<file path="config.mk">
export PLATFORM = sky130hd
export DESIGN_NAME = sawbc_front
export DESIGN_NICKNAME = d
export VERILOG_FILES = /design/src/sawbc_pkg.sv /design/src/sawbc_front.sv
export SDC_FILE = /design/constraint.sdc
export NUM_CORES = 1
export LEC_CHECK = 0
export ABC_CLOCK_PERIOD_IN_PS = 2910
export BUFFER_PORTS_ARGS = -buffer_cell sky130_fd_sc_hd__buf_4
export CAP_MARGIN = 20
export CORE_MARGIN = 10
export CORE_UTILIZATION = 25
export CTS_CLUSTER_SIZE = 40
export DETAILED_ROUTE_END_ITERATION = 16
export GPL_ROUTABILITY_DRIVEN = 0
export GPL_TIMING_DRIVEN = 0
export SLEW_MARGIN = 20
export SYNTH_ARGS = -nofsm -noshare
export SYNTH_HDL_FRONTEND = slang
export SYNTH_SLANG_ARGS = --single-unit
</file>
<file path="constraint.sdc">
create_clock -name aclk -period 2.91 [get_ports aclk]
set_input_delay 0.291 -clock aclk [delete_from_list [all_inputs] [get_ports aclk]]
set_output_delay 0.291 -clock aclk [all_outputs]
set_load 0.02 [all_outputs]
</file>
<file path="src/sawbc_pkg.sv">
package sawbc_pkg;

    localparam int CACHE_BYTES_DEF = 1024;
    localparam int WAYS_DEF        = 4;
    localparam int LINE_BYTES_DEF  = 16;
    localparam int ADDR_W          = 32;
    localparam int DATA_W          = 8;
    localparam int KIND_W          = 2;

    typedef enum logic [KIND_W-1:0] {
        KIND_READ  = 2'd0,
        KIND_WRITE = 2'd1,
        KIND_FILL  = 2'd2,
        KIND_NONE  = 2'd3
    } kind_t;

    typedef enum logic [KIND_W-1:0] {
        RES_DONE  = 2'd0,
        RES_WBACK = 2'd1,
        RES_FREQ  = 2'd2,
        RES_UNUSED = 2'd3
    } res_kind_t;

    // One input item as it travels from the front part to the back part.
    typedef struct packed {
        kind_t              kind;
        logic [ADDR_W-1:0]  address;
        logic [DATA_W-1:0]  write_data;
        logic [DATA_W-1:0]  fill_data;
    } item_t;

    localparam int ITEM_W = $bits(item_t);

endpackage

</file>
<file path="src/sawbc_front.sv">
module sawbc_front (
    input  logic                   aclk,
    input  logic                   aresetn,
    input  logic                   s_valid,
    output logic                   s_ready,
    input  sawbc_pkg::item_t       s_item,
    output logic                   q_valid,
    input  logic                   q_ready,
    output sawbc_pkg::item_t       q_item
);

    localparam int DEPTH = 2;

    sawbc_pkg::item_t buf_reg [DEPTH];
    logic             wp_reg, wp_next, rp_reg, rp_next;
    logic [1:0]       cnt_reg, cnt_next;
    logic             push, pop;

    // Items of kind three never reach the back part.
    assign s_ready = (cnt_reg != 2'(DEPTH));
    assign push    = s_valid && s_ready && (s_item.kind != sawbc_pkg::KIND_NONE);
    assign q_valid = (cnt_reg != 2'd0);
    assign pop     = q_valid && q_ready;
    assign q_item  = buf_reg[rp_reg];

    always_comb begin
        wp_next  = push ? ~wp_reg : wp_reg;
        rp_next  = pop ? ~rp_reg : rp_reg;
        cnt_next = cnt_reg + 2'(push) - 2'(pop);
    end

    always_ff @(posedge aclk) begin
        if (!aresetn) begin
            wp_reg  <= 1'b0;
            rp_reg  <= 1'b0;
            cnt_reg <= 2'd0;
        end else begin
            wp_reg  <= wp_next;
            rp_reg  <= rp_next;
            cnt_reg <= cnt_next;
        end
    end

    always_ff @(posedge aclk) begin
        if (push) begin
            buf_reg[wp_reg] <= s_item;
        end
    end

    a_cnt_bound: assert property (@(posedge aclk) disable iff (!aresetn)
        cnt_reg <= 2'(DEPTH)) else $error("queue count overflow");
    a_full_stall: assert property (@(posedge aclk) disable iff (!aresetn)
        (cnt_reg == 2'(DEPTH)) |-> !s_ready) else $error("accept when full");
    a_pop_count: assert property (@(posedge aclk) disable iff (!aresetn)
        (pop && !push) |=> (cnt_reg == $past(cnt_reg) - 2'd1))
        else $error("pop bookkeeping");

endmodule

</file>
==> results.cfg, run 1 <==
[power]
power_density_nw_per_um2 = 833
p_leak_nw = 2.14
ir_drop_v = 0.000342

[logic_synthesis]
synthMuxAreaShare_pct = 18.5
synth_compound_area_share_pct = 0.213
synth_area_leader_cell = edfxtp_1
syn_avg_cell_area_um2 = 22.6
synth_top_family_by_area = multiplexers
synth_cell_type_count = 17
synthTopCellsByCount = edfxtp_1, mux2_4, buf_12, dfxtp_1
dominantRegCellSynth = edfxtp_1
synthArstFlopShare_pct = 0
ys_seq_elements = 105
syn-cell-area_um2 = 4110
synthTopCellsByArea = edfxtp_1, mux2_4, buf_12
synth-edff-count = 100
ys_warn_count = 0
yosys.area_share.simple_pct = 1.55
synth_nets = 238
synth-xor-area-share_pct = 0.640
synth_top_area_share_pct = 73.1
synth_most_common_cell = edfxtp_1
synth_cells = 182
ys_seq_area_share_pct = 75.6
synth-adder-area-share_pct = 0.609

[cells_and_area]
fillers = 1559
largest_reg_flops = 100
multiInputGateArea_um2 = 900
nNetsFinal = 358
syn2layout_area_growth_pct = 36.7
ff_latch_area_um2 = 3100
post-route-cell-area_um2 = 5610
n_antenna_cell = 0
post-route-util_pct = 35.1
drive_gt1_share_pct = 60.3

[clock_tree]
htree_levels = 3
clock_sinks = 105
post_cts_resized = 0
hold_buffers = 0
cts_tree = yes
cts_made_buffers = 9
clk_path_buf_depth = 2
clockRootBuffer = clkbuf_16
worst_skew_pair.late_latency_ns = 0.34
cts_setup_buffers = 0
path_clk_slew_ns = 0.07

[setup_path]
start_kind = register
crit_path_max_fanout = 18
cp.required_ns = 2.96
path_class = reg -> reg
rr_worst_depth = 5
end_kind = register
crit_arrival_ns = 2.11

[sta]
setup_viol = 0
skew_ns = 0.00632
post-route-min-period_ns = 2.06
fin_crit_sh_pct = 70.8
max_freq_ghz = 0.485
final-max-slew-violation-count = 0
hold-worst-slack_ns = 0.128
relSlewSlack_pct = 56.6
rsz0062_at_grt = no
worstMarginPinSlew_ns = 0.650
hold_viol = 0

[grt]
grt_overflow = 0
grt_pass1_vias = 2279
track_usage_pct = 7.71
grt_start_max_net_pins = 19
grt_antenna_before_repair = 0
grt_pass1_wl_um = 13000

[floorplanning]
die_area_um2 = 22000
initial_core_util_pct = 25.7
die_w_um = 148
die_h_um = 148
placementRows = 46
core_um2 = 16000
io_pins = 106

[placement]
port-buffer-count = 105
dp_hpwl_um = 6230
place_area_um2 = 5290

[outcome]
status = completed

[routing]
drt-initial-drc-count = 49
routed_wl_um = 8350
ant_nets = 0
route.vias.total = 2007
routedWlPerCell_um = 16.0
viasPerCell = 3.84
drc = 0
drt-pass1-iter-count = 4

[worst_hold_path]
hold_depth = 1
hp-class = in -> reg

[run]
cap_violations = 0
## placed cells by master, fill, tap and decap left out, types with 2 or more instances in the layout
cell type	instances
ha_1	2
nand2_1	3
clkbuf_16	9
xnor2_1	3
buf_12	5
and2_1	2
buf_16	4
edfxtp_1	100
nor2_4	2
nor2b_1	2
clkinv_4	2
clkinvlp_4	2
mux2_4	50
dfxtp_1	5
buf_4	105
inv_1	2
bufinv_16	2
## kinds of logic after synthesis
logic type | after synthesis
AO/OA/AOI/OAI | 1
XOR/XNOR | 3
adder cells (fa/ha/maj) | 2
buffers and inverters | 8
flip-flops | 105
multiplexers | 51
AND/OR/NAND/NOR | 12
## worst paths after layout
check | startpoint | end | slack (ns)
setup / recovery | cnt_reg[0] | buf_reg[1][32] | 0.85
hold / removal | s_item[7] | buf_reg[0][7] | 0.13
setup reg to reg | cnt_reg[0] | buf_reg[1][32] | 0.85
hold reg to reg | wp_reg | wp_reg | 0.53
## stage by stage
stage / power, mW / TNS (ns) / setup WS (ns) / cells
after CTS: 4.78 / 0 / 0.770 / 523
after detailed placement: 3.46 / 0 / 0.785 / 507
final: 4.67 / 0 / 0.849 / 523
after global placement: 3.40 / -175.59 / -1.76 / 503
after floorplan: 2.89 / -36.93 / -0.369 / 182
after global routing: 4.90 / 0 / 0.678 / 523
## metal layers
layer	GRT usage [%]	up-vias	wire length (µm)
met1	8.16	997	3340
li1	-	942	-
met2	13.2	57	4330
met4	2.82	0	102
met3	3.58	11	577
met5	0	-	0
## cell type report
cell class,instances,area share (%)
clock inverters,6,1.65
clock buffers,10,4.08
repair buffers,109,16.0
inverters,2,0.134
well taps,216,4.82
plain buffers,6,1.98
flip-flops and latches,105,55.3
multi-input cells,69,16.0
## worst max-delay path, cell delays in order, from the launching register on
cell	delay (ns)
dfxtp_1	0.37
nand2b_2	0.14
nand3_1	0.24
nor2_4	0.59
buf_16	0.24
buf_16	0.17
## power by group
part           internal (mW)  leakage, nW  switching [mW]
registers               1.84        0.967          0.0478
logic                  0.790         1.03           0.710
clock network          0.757        0.149           0.531
total                   3.39         2.14            1.29
(Power assumes the default switching activity.)
==> inputs of run 2 (changes only) <==
Settings changed: ABC_CLOCK_PERIOD_IN_PS 2910 to 2150.
Clock period 2.91 ns to 2.15 ns, I/O delays scaled along.
==> results.cfg, run 2 (synthesis results as in run 1) <==
[outcome]
status = completed

[setup_path]
cp.required_ns = 2.21
path_delay_family = simple AND/OR/NAND/NOR gates
crit_arrival_ns = 2.05
crit_top_cell = buf_16
cp_slowest_cell = nor2_4
start_kind = register
crit_path_max_fanout = 16
critPathBufInv = 3
critPathMaxStageDelay_ns = 0.39
end_kind = register
path_class = reg -> reg
path_cells = nand2b_2 > nand3_1 > nor2_4 > buf_16 > buf_16 > buf_16

[clock_tree]
hold_buffers = 0
cts_setup_buffers = 0
cts_tree = yes
clk_path_buf_depth = 2
path_clk_slew_ns = 0.06
htree_levels = 3
cts_made_buffers = 9
post_cts_resized = 0
clock_sinks = 105
clockRootBuffer = clkbuf_16
worst_skew_pair.late_latency_ns = 0.34

[cells_and_area]
multiInputGateArea_um2 = 900
syn2layout_area_growth_pct = 36.3
ff_latch_area_um2 = 3100
fillers = 1586
post-route-util_pct = 35.0
nNetsFinal = 360
n_antenna_cell = 0
largest_reg_flops = 100
final_common_cell = buf_4
final_cell_mix = buf_4, edfxtp_1, mux2_4
drive_gt1_share_pct = 59.2

[routing]
drt-initial-drc-count = 66
routed_wl_um = 8530
ant_nets = 0
routedWlPerCell_um = 16.3
drt-pass1-iter-count = 4
viasPerCell = 3.83
drc = 0
route.vias.total = 2011

[floorplanning]
die_w_um = 148
io_pins = 106
die_area_um2 = 22000
placementRows = 46
initial_core_util_pct = 25.7
core_um2 = 16000
die_h_um = 148

[power]
seqPwrFrac_pct = 42.1
internal-power_mw = 4.35
p_clk_share_pct = 23.8
power_frac_comb_pct = 34.1
power_mw = 6.07
power_density_nw_per_um2 = 1080
switching_share_pct = 28.2
p_leak_nw = 2.14
ir_drop_v = 0.000445
p_sw_mw = 1.71

[grt]
grt_overflow = 0
grt_pass1_wl_um = 13300
grt_start_max_net_pins = 17
track_usage_pct = 8.03
grt_pass1_vias = 2317
grt_antenna_before_repair = 0

[sta]
hold_viol = 0
worstMarginPinSlew_ns = 0.352
fin_crit_sh_pct = 92.6
rsz0062_at_grt = no
max_freq_ghz = 0.502
post-route-min-period_ns = 1.99
skew_ns = 0.00730
setup_viol = 0
relSlewSlack_pct = 76.5
final-max-slew-violation-count = 0

[run]
cap_violations = 0

[placement]
dp_hpwl_um = 6430
port-buffer-count = 105

[worst_hold_path]
hp-class = in -> reg
run 2: changes by cell type in the layout (fill, tap and decap cells not counted), sizes merged:
cell / before / now
clkinv: 2 / 6
buf: 115 / 117
clkinvlp: 2 / 0
bufinv: 2 / 0
run 2: per-stage QoR:
step | cells | worst slack (ns) | area, µm² | hold slack, ns | TNS [ns]
CTS | 525 | 0.114 | 5600 | 0.0266 | 0
finish | 525 | 0.158 | 5600 | 0.0522 | 0
detailed placement | 509 | 0.133 | 5350 | 0.403 | 0
global route | 525 | 0.0447 | 5600 | 0.0280 | 0
global placement | 503 | -1.20 | 5170 | 0.400 | -119.43
floorplan | 182 | -0.323 | 4110 | 0.314 | -32.33
run 2: power by group through the flow:
stage | Clock (mW) | Sequential [mW] | Combinational [mW]
after global routing | 1.61 | 2.57 | 2.21
final | 1.45 | 2.55 | 2.07
after global placement | 0 | 2.60 | 1.99
after floorplan | 0 | 2.59 | 1.32
after detailed placement | 0 | 2.60 | 2.13
after CTS | 1.53 | 2.56 | 2.13
run 2: layout make-up:
cell class | instances | area share [%]
well taps | 216 | 4.83
plain buffers | 6 | 1.99
clock inverters | 6 | 0.447
multi-input cells | 69 | 16.1
inverters | 2 | 0.134
repair buffers | 111 | 17.0
clock buffers | 10 | 4.09
flip-flops and latches | 105 | 55.4
run 2: layer usage:
metal	vias to the layer above	global-route usage, %	routed length [µm]
li1	949	-	-
met1	989	8.00	3190
met2	61	13.7	4480
met3	12	3.64	669
met4	0	4.46	193
met5	-	0	0
run 2: path summary, 6_finish.rpt:
kind | start | endpoint | slack, ns | cells after the start
worst min register to register | wp_reg | wp_reg | 0.53 | 2
worst max register to register | cnt_reg[0] | buf_reg[0][25] | 0.16 | 6
worst min-delay path | s_item[42] | buf_reg[1][42] | 0.05 | 1
worst max-delay path | cnt_reg[0] | buf_reg[0][25] | 0.16 | 6
==> inputs of run 3 (changes only) <==
Settings changed: ABC_AREA from default to 1, CAP_MARGIN 20 to default.
==> results.cfg, run 3 <==
[logic_synthesis]
synth_top_area_share_pct = 72.9
synthMuxAreaShare_pct = 18.2
synthTopCellsByCount = edfxtp_1, mux2_4, nand2_1, inv_1, nor2_1
synth-edff-count = 100
synth_top_family_by_area = multiplexers
synth_nets = 250
syn-cell-area_um2 = 4120
synth-adder-area-share_pct = 0.608
synthArstFlopShare_pct = 0
yosys.area_share.simple_pct = 1.98
synth_most_common_cell = edfxtp_1
synth_cells = 194
syn_avg_cell_area_um2 = 21.2
dominantRegCellSynth = edfxtp_1
ys_seq_elements = 105
ys_warn_count = 0
synth_cell_type_count = 13
synthTopCellsByArea = edfxtp_1, mux2_4, buf_12
synth_area_leader_cell = edfxtp_1
synth_compound_area_share_pct = 0.304
ys_seq_area_share_pct = 75.4
synth-xor-area-share_pct = 0

[grt]
grt_pass1_vias = 2350
grt_util_met1_pct = 8.24
use_met3_pct = 3.52
track_usage_pct = 7.82
grt_pass1_wl_um = 13100
busiest_layer = met2
grt_antenna_before_repair = 0
grt_start_max_net_pins = 51
grt_overflow = 0
met2_usage_pct = 13.6

[clock_tree]
post_cts_resized = 0
cts_made_buffers = 9
clockRootBuffer = clkbuf_16
path_clk_slew_ns = 0.07
cts_tree = yes
worst_skew_pair.late_latency_ns = 0.34
htree_levels = 3
hold_buffers = 0
cts_setup_buffers = 0
clock_sinks = 105
clk_path_buf_depth = 2

[sta]
max_freq_ghz = 0.593
worstMarginPinSlew_ns = 0.695
skew_ns = 0.00545
hold_viol = 0
post-route-min-period_ns = 1.68
rsz0062_at_grt = no
setup_viol = 0
relSlewSlack_pct = 53.7
final-max-slew-violation-count = 0
fin_crit_sh_pct = 78.4
hold-worst-slack_ns = 0.0580

[power]
p_clk_share_pct = 25.3
seqPwrFrac_pct = 42.2
ir_drop_v = 0.000544
internal-power_mw = 4.39
power_frac_comb_pct = 32.5
p_sw_mw = 1.69
p_leak_nw = 2.14
power_density_nw_per_um2 = 1100
switching_share_pct = 27.8

[floorplanning]
placementRows = 46
io_pins = 106
initial_core_util_pct = 25.7
die_w_um = 148
die_area_um2 = 22000
die_h_um = 148
core_um2 = 16000

[cells_and_area]
post-route-util_pct = 34.5
fin_cells = 531
final_common_cell = buf_4
fillers = 1585
nNetsFinal = 369
ff_latch_area_um2 = 3100
multiInputGateArea_um2 = 877
final_cell_mix = buf_4, edfxtp_1, mux2_4
n_antenna_cell = 0
drive_gt1_share_pct = 56.8
syn2layout_area_growth_pct = 34.1
largest_reg_flops = 100
post-route-cell-area_um2 = 5520

[routing]
drt-pass1-iter-count = 4
drt-initial-drc-count = 87
route.vias.total = 2068
viasPerCell = 3.89
drc = 0
routedWlPerCell_um = 16.0
ant_nets = 0
routed_wl_um = 8470

[worst_hold_path]
min_to = buf_reg[1][46]
hp-class = in -> reg
worstHoldStart = s_item[46]
hold_depth = 1

[setup_path]
worstReg2RegEnd = cnt_reg[1]
path_class = reg -> out
critPathBufInv = 3
end_kind = output port
rr_worst_depth = 10
path_delay_family = buffers and inverters
r2r_start = cnt_reg[0]
crit_path_max_fanout = 10
critPathMaxStageDelay_ns = 0.33
cp_slowest_cell = dfxtp_1
crit_arrival_ns = 1.47
cp.required_ns = 1.93
rrSetupSlack_ns = 0.48
start_kind = register
path_cells = buf_6 > buf_12 > mux2_4 > buf_4

[placement]
dp_hpwl_um = 6140
dp_cells = 517
port-buffer-count = 105
place_area_um2 = 5240

[run]
cap_violations = 0

[outcome]
status = completed
[run 3: changes by cell type after synthesis, sizes merged, moves of 2 or more]
cell | previous run | this run
and2 | 2 | 0
inv | 2 | 9
nand2 | 3 | 10
nand3 | 1 | 3
nor2 | 2 | 6
nor2b | 2 | 0
xnor2 | 3 | 0
[run 3: cells by family after synthesis]
logic type,after synthesis
AO/OA/AOI/OAI,2
adder cells (fa/ha/maj),2
multiplexers,50
AND/OR/NAND/NOR,20
flip-flops,105
buffers and inverters,15
[run 3: power by group through the flow]
stage / clock network (mW) / registers [mW] / logic (mW)
2_1_floorplan: 0 / 2.60 / 1.28
3_3_place_gp: 0 / 2.61 / 1.95
3_5_place_dp: 0 / 2.62 / 2.03
4_1_cts: 1.61 / 2.57 / 2.03
5_1_grt: 1.70 / 2.59 / 2.12
6_report: 1.54 / 2.57 / 1.98
[run 3: layer usage]
layer / vias up / share of wire (%)
met5: - / 0
met4: 0 / 1.2
met3: 8 / 6.9
met2: 59 / 52
met1: 1031 / 40
li1: 970 / -
[run 3: how the worst max path moves through the flow]
stage,start,to,depth (start not counted)
after floorplan,cnt_reg[0],buf_reg[1][0],4
after global placement,cnt_reg[0],buf_reg[1][20],4
after detailed placement,cnt_reg[0],buf_reg[0][20],6
after CTS,cnt_reg[0],buf_reg[0][27],6
after global routing,cnt_reg[0],cnt_reg[1],10
final,register,q_item[33],4
[run 3: worst register-to-register path: stages, from the launching register on]
cell and delay, ns:
dfxtp_1 0.36, inv_1 0.06, nand2_1 0.10, nand3_1 0.17, ha_1 0.32, inv_1 0.04
ha_1 0.19, inv_1 0.06, nand2_1 0.06, a21oi_1 0.14, nor2_1 0.06
[run 3: final cells by class]
class / instances / share of cell area [%]
inverter: 9 / 0.657
clock inverter: 4 / 0.861
timing repair buffer: 108 / 15.4
tap: 216 / 4.89
sequential: 105 / 56.2
buffer: 6 / 2.02
multi-input combinational: 74 / 15.9
clock buffer: 9 / 4.08
[run 3: per-stage QoR]
step / power, mW / setup WS (ns) / setup TNS (ns)
2_1_floorplan: 3.88 / 0.0354 / 0
3_5_place_dp: 4.64 / 0.0975 / 0
4_1_cts: 6.21 / 0.0924 / 0
6_report: 6.08 / 0.465 / 0
3_3_place_gp: 4.56 / -0.527 / -35.94
5_1_grt: 6.41 / 0.323 / 0
